### src/hw/rtl/csds_pkg.sv
`default_nettype none
package csds_pkg;

  localparam int HISTORY_DEPTH_DEF = 64;

  localparam logic [15:0] SCALE_ONE = 16'd4096;
  localparam logic [26:0] PATH_MAX = 27'h7FF_FFFF;

  localparam int SQ_RW = 22;
  localparam int SQ_VW = 2 * SQ_RW;

  localparam logic [15:0] RECIP100 = 16'd41943;
  localparam int RECIP_SH = 22;

  localparam int CFG_IW = 3;
  localparam int CFG_DW = 16;
  localparam logic [CFG_IW-1:0] CFG_MAX_SCALE = 3'd0;
  localparam logic [CFG_IW-1:0] CFG_THRESH = 3'd1;
  localparam logic [CFG_IW-1:0] CFG_GROW = 3'd2;
  localparam logic [CFG_IW-1:0] CFG_SHRINK = 3'd3;
  localparam logic [CFG_IW-1:0] CFG_WINDOW = 3'd4;

  typedef struct packed {
    logic        pos_valid;
    logic [15:0] cursor_x;
    logic [15:0] cursor_y;
    logic [31:0] time_ms;
  } item_t;

  typedef struct packed {
    logic [9:0]  max_pct;
    logic [15:0] thresh;
    logic [6:0]  grow;
    logic [6:0]  shrink;
    logic [15:0] window;
  } cfg_t;

  typedef struct packed {
    logic        valid;
    logic        net;
    logic [15:0] ax;
    logic [15:0] ay;
    logic [15:0] bx;
    logic [15:0] by;
  } pair_t;

  typedef struct packed {
    logic             valid;
    logic             net;
    logic [SQ_RW-1:0] value;
  } dist_t;

  typedef struct packed {
    logic go;
    logic clr;
  } hist_evt_t;

  typedef struct packed {
    logic [15:0] current_scale;
    logic [15:0] target_scale;
    logic        overlay_on;
    logic        fast_tick;
    logic [26:0] path_length;
  } result_t;

  typedef enum logic [2:0] {
    H_IDLE, H_PRUNE_RD, H_PRUNE_CHK, H_WALK, H_TAIL, H_NET
  } hist_state_t;

  typedef enum logic [2:0] {
    S_IDLE, S_MX1, S_MX2, S_DEC, S_GAP, S_D1, S_D2, S_OUT
  } scale_state_t;

endpackage
`default_nettype wire

### src/hw/rtl/csds_dist.sv
`default_nettype none
module csds_dist (
  input  wire logic             clk,
  input  wire logic             rst_n,
  input  wire csds_pkg::pair_t  pair_i,
  output csds_pkg::dist_t       dist_o
);

  localparam int RW = csds_pkg::SQ_RW;
  localparam int VW = csds_pkg::SQ_VW;

  logic               v1_r, v2_r;
  logic               n1_r, n2_r;
  logic signed [16:0] dx_r, dy_r;
  logic [33:0]        sqx_r, sqy_r;
  logic signed [33:0] dxe, dye;

  logic          vld_r  [RW+1];
  logic          net_r  [RW+1];
  logic [VW-1:0] rem_r  [RW+1];
  logic [RW-1:0] root_r [RW+1];
  logic [VW-1:0] rem_nxt  [RW];
  logic [RW-1:0] root_nxt [RW];
  logic [VW-1:0] trial    [RW];

  assign dxe = 34'(dx_r);
  assign dye = 34'(dy_r);

  always_comb begin
    for (int j = 0; j < RW; j++) begin
      trial[j] = (VW'(root_r[j]) << (RW - j)) | (VW'(1) << (2 * (RW - 1 - j)));
      if (rem_r[j] >= trial[j]) begin
        rem_nxt[j]  = rem_r[j] - trial[j];
        root_nxt[j] = root_r[j] | (RW'(1) << (RW - 1 - j));
      end else begin
        rem_nxt[j]  = rem_r[j];
        root_nxt[j] = root_r[j];
      end
    end
  end

  always_ff @(posedge clk) begin
    if (!rst_n) begin
      v1_r <= 1'b0;
      v2_r <= 1'b0;
      for (int j = 0; j <= RW; j++) vld_r[j] <= 1'b0;
    end else begin
      v1_r     <= pair_i.valid;
      v2_r     <= v1_r;
      vld_r[0] <= v2_r;
      for (int j = 0; j < RW; j++) vld_r[j+1] <= vld_r[j];
    end
    n1_r      <= pair_i.net;
    dx_r      <= 17'($signed(pair_i.ax)) - 17'($signed(pair_i.bx));
    dy_r      <= 17'($signed(pair_i.ay)) - 17'($signed(pair_i.by));
    n2_r      <= n1_r;
    sqx_r     <= $unsigned(dxe * dxe);
    sqy_r     <= $unsigned(dye * dye);
    net_r[0]  <= n2_r;
    rem_r[0]  <= {1'b0, {1'b0, sqx_r} + {1'b0, sqy_r}, 8'd0};
    root_r[0] <= '0;
    for (int j = 0; j < RW; j++) begin
      net_r[j+1]  <= net_r[j];
      rem_r[j+1]  <= rem_nxt[j];
      root_r[j+1] <= root_nxt[j];
    end
  end

  assign dist_o.valid = vld_r[RW];
  assign dist_o.net   = net_r[RW];
  assign dist_o.value = root_r[RW];

endmodule
`default_nettype wire

### config.mk
export PLATFORM = sky130hd
export DESIGN_NAME = csds_dist
export DESIGN_NICKNAME = d
export VERILOG_FILES = /design/src/hw/rtl/csds_pkg.sv /design/src/hw/rtl/csds_dist.sv
export SDC_FILE = /design/constraint.sdc
export NUM_CORES = 2
export LEC_CHECK = 0
export ABC_CLOCK_PERIOD_IN_PS = 7550
export BUFFER_PORTS_ARGS = -buffer_cell sky130_fd_sc_hd__buf_2
export CELL_PAD_IN_SITES_DETAIL_PLACEMENT = 1
export CELL_PAD_IN_SITES_GLOBAL_PLACEMENT = 1
export CORE_UTILIZATION = 51
export DETAILED_ROUTE_END_ITERATION = 10
export PLACE_DENSITY_LB_ADDON = 0.1
export SYNTH_ARGS = -nofsm -noshare
export SYNTH_HDL_FRONTEND = slang
export SYNTH_SLANG_ARGS = --single-unit
### constraint.sdc
create_clock -name clk -period 7.55 [get_ports clk]
set_input_delay 1.1325 -clock clk [delete_from_list [all_inputs] [get_ports clk]]
set_output_delay 1.1325 -clock clk [all_outputs]
set_load 0.01 [all_outputs]
==> run summary <==
The tools report the headroom to the max-slew limit as 0.202. Among all flip-flop cells after synthesis, the most frequent one is sky130_fd_sc_hd__dfxtp_1. At the worst endpoint, the required time is 8220 ps.

The number of synthesized register bits was 1203. The worst setup path is launched from a register. 92 I/O pins were placed. The run gives 1203 as the clock sink total.

In the final timing run, aggregate negative setup slack is 0 ps. The logs give 0 for the Yosys warning count and 0.0686 mm² for the area of placed instances. The kind of end point of the critical path was a register. The detailed-routing iteration count for the pre-antenna-repair pass was 5; the clock slew seen by the registers of the worst setup and hold paths was 60 ps.

The horizontal extent of the die was 362 µm. At the pin with the least slew margin, the transition time is 1200 ps. Ranked by instance count, the synthesized netlist is headed by 1203 x sky130_fd_sc_hd__dfxtp_1, 1143 x sky130_fd_sc_hd__inv_1, 538 x sky130_fd_sc_hd__fa_1. The number of cells produced by synthesis was 6764; the share of the clock period used by the worst path was 0.952.

The ratio of cells with drive above 1 in the final layout is 0.0641, and the number of cell rows is 131. The CTS buffer count was 121. The maximum count of clock buffers along a single path was 3. The chip height is 362 µm, and the starting utilization of the core area is 0.516. The tools report the routability congestion estimate as 0.866. The largest total area in the synthesized netlist belongs to sky130_fd_sc_hd__dfxtp_1. In this run, post-CTS hold repair placed 0 buffers. The clock reaches the later pin of the worst-skew pair after 760 ps. Yosys mapped a number of flops with a built-in enable equal to 0. For the layout filler cell count, the log shows 14.2k.

The core region is 0.128 mm². Using the TritonRoute via totals, the vias-per-cell ratio works out to 5.28. The adder and majority gate portion of the synthesized area is 0.261, and the proportion of register bits with asynchronous set or reset after synthesis is 0.

The multi-input combinational cells in the finished layout cover a total of 0.0373 mm². The synthesized-area fraction occupied by xor and xnor cells was 0.0637; the via count of the first global-routing pass was 51.3k. Of all nets on the critical path, the largest fanout is 17. 0 antenna diodes ended up in the layout. Port buffering added 91 buffers. The post-synthesis mux area share was 0.00815; the area fraction in compound gates after synthesis was 0.0964.

Across the run, the number of max-cap violations was 0. The total die area came out at 0.131 mm². By startpoint and endpoint, the worst setup path is classified as register to register.

The flow ran to the end, and the final reports show no timing, DRC or antenna violations. The run gives 67.9 ps as the clock tree skew after final layout. Compared with the post-synthesis result, the final layout area differs by 10.4%.

The achievable clock frequency is 0.139 GHz. In this run, distinct cell masters in the synthesized netlist total 83. Path type of the worst min-delay path: register to register.

The area share of and/or/nand/nor cells after synthesis works out to 0.135. By area, the combinational part of the netlist is dominated by adder cells. Summing all flip-flop and latch instances after layout gives 0.0241 mm².

TritonCTS built the clock tree. In the final routed layout, each cell accounts on average for 18.5 µm. The run gives 0.0660 mm² as the post-synthesis cell area. At the end of the flow, the number of nets in the layout was 8035. The logs give 46.2k for the count of vias placed by the detailed router and 267 mm for the global-route wire length before repair.

The global-route total usage across every layer is 0.252. Entering global routing, the biggest net connects 40 pins. After detailed routing, the total wire length is 162 mm. The run gives 0.0729 mm² as the final instance area. After detailed routing, the number of remaining DRC violations is 0. The run gives 0 as the overflow left after global routing.

The worst register-to-register path has a depth of 21. Along the worst hold path, the cell count comes to 0. Yosys attributes the largest share of cell area to sky130_fd_sc_hd__dfxtp_1 36%, sky130_fd_sc_hd__fa_1 16%, sky130_fd_sc_hd__ha_1 9.8%. The level count of the clock H-tree is 3. The initial antenna violation count is 0, and the number of routed nets with antenna violations is 0. The fraction of the yosys area taken by sequential cells was 0.365. At the worst endpoint, the arrival time is 7860 ps.

Setup violations remaining at the end of the flow were counted as 0. The fraction of post-synthesis cell area in the top cell type by area came out at 0.365. A synthesized cell averages 9.76 µm². The number of hold violations in the final report was 0. The dominant cell by count in the synthesized netlist is sky130_fd_sc_hd__dfxtp_1. The clock period could shrink to 7190 ps. The run gives 0 as the number of max-slew violations in the final report.

The final HPWL from detailed placement came out at 128 mm. The root cell of the clock tree was sky130_fd_sc_hd__clkbuf_16. For this block, the initial DRC count from the detailed router was 1821.
registers in the layout, indices dropped and copies added, names as in the netlist:
name,count
n1_r,1
dx_r,17
dy_r,17
v1_r,1
vld_r,23
net_r,23
sqx_r,33
v2_r,1
root_r,253
sqy_r,33
rem_r,800
n2_r,1
cells by family (layout without fill, tap and decap cells):
| group | count (synthesis) | after routing |
|---|---|---|
| AND/OR/NAND/NOR | 1728 | 1728 |
| buffers and inverters | 1255 | 1510 |
| flip-flops | 1203 | 1203 |
| adder cells (fa/ha/maj) | 1053 | 1053 |
| AO/OA/AOI/OAI | 995 | 995 |
| XOR/XNOR | 480 | 480 |
| multiplexers | 49 | 49 |
| other | 1 | 2 |
final cells by class:
cell class	instances	area share
tap	1729	0.0297
sequential	1203	0.331
multi-input combinational	4307	0.511
clock inverter	74	0.0130
timing repair buffer	135	0.0108
inverter	1146	0.0590
clock buffer	155	0.0458
stage by stage:
step / util / worst slack [ps] / hold WS [ps] / instances
after floorplan: - / 916 / 310 / 6765
after global placement: 0.536 / 373 / 310 / 8519
after detailed placement: 0.536 / 217 / 313 / 8519
after CTS: 0.569 / 172 / 271 / 8748
after global routing: 0.569 / -51.5 / 286 / 8749
final: 0.569 / 361 / 275 / 8749
layout by cell type (no fill, tap or decap), types with 30 or more instances in the layout:
master                      Yosys  routed
sky130_fd_sc_hd__dfxtp_1     1203    1200
sky130_fd_sc_hd__inv_1       1143    1143
sky130_fd_sc_hd__fa_1         538     538
sky130_fd_sc_hd__ha_1         515     515
sky130_fd_sc_hd__nand2_1      437     437
sky130_fd_sc_hd__nor2_1       343     343
sky130_fd_sc_hd__xnor2_1      280     280
sky130_fd_sc_hd__a21oi_1      274     273
sky130_fd_sc_hd__o21ai_0      240     240
sky130_fd_sc_hd__xor2_1       200     200
sky130_fd_sc_hd__nor3_1       161     160
sky130_fd_sc_hd__and2_1       135     135
sky130_fd_sc_hd__clkbuf_16      0     122
sky130_fd_sc_hd__nor4_1       116     115
sky130_fd_sc_hd__a21o_1        97      97
sky130_fd_sc_hd__buf_2          6      91
sky130_fd_sc_hd__o21a_1        81      81
sky130_fd_sc_hd__nor2b_1       79      78
sky130_fd_sc_hd__nand2b_1      76      76
sky130_fd_sc_hd__nand3_1       71      71
sky130_fd_sc_hd__or3_1         56      56
sky130_fd_sc_hd__nand4_1       53      53
sky130_fd_sc_hd__o31ai_1       49      49
sky130_fd_sc_hd__buf_4          2      44
sky130_fd_sc_hd__or4_1         38      38
sky130_fd_sc_hd__mux2_2        38      38
sky130_fd_sc_hd__a211oi_1      32      31
sky130_fd_sc_hd__clkinv_2       0      30
layer usage:
layer	GRT usage	wire (µm)	vias up
met1	0.305	69500	23000
met4	0.0769	4850	0
met5	0	0	-
li1	-	-	22400
met2	0.468	84200	490
met3	0.0261	3380	274
final timing paths:
kind / start / to / slack [ps]
setup reg to reg: dy_r[14] / sqy_r[33] / 360
setup / recovery: dy_r[14] / sqy_r[33] / 360
hold reg to reg: rem_r[0][26] / rem_r[0][70] / 280
hold / removal: rem_r[0][26] / rem_r[0][70] / 280
worst max-delay path, stage by stage, from the launching register on:
cell and delay, ps:
sky130_fd_sc_hd__dfxtp_1 860, sky130_fd_sc_hd__and2_1 260, sky130_fd_sc_hd__ha_1 260, sky130_fd_sc_hd__xor2_1 200
sky130_fd_sc_hd__fa_1 470, sky130_fd_sc_hd__fa_1 540, sky130_fd_sc_hd__inv_1 60, sky130_fd_sc_hd__fa_1 480
sky130_fd_sc_hd__fa_1 570, sky130_fd_sc_hd__inv_1 70, sky130_fd_sc_hd__fa_1 570, sky130_fd_sc_hd__inv_1 60
sky130_fd_sc_hd__ha_1 370, sky130_fd_sc_hd__and3_1 250, sky130_fd_sc_hd__and4_1 260, sky130_fd_sc_hd__o2111ai_1 160
sky130_fd_sc_hd__o211ai_1 320, sky130_fd_sc_hd__a2111oi_0 680, sky130_fd_sc_hd__nor3_2 150, sky130_fd_sc_hd__a211o_1 280
sky130_fd_sc_hd__a21oi_1 170, sky130_fd_sc_hd__xnor2_1 130
what timing repair did:
item | 4_1_cts | 5_1_grt
resized for setup | 0 | 4
setup buffers | 0 | 1
endpoints found under the setup margin | 0 | 2
Power is left out: the tool's default activity adds up to more than one toggle a clock period on the data nets, which glitch-free logic cannot reach.
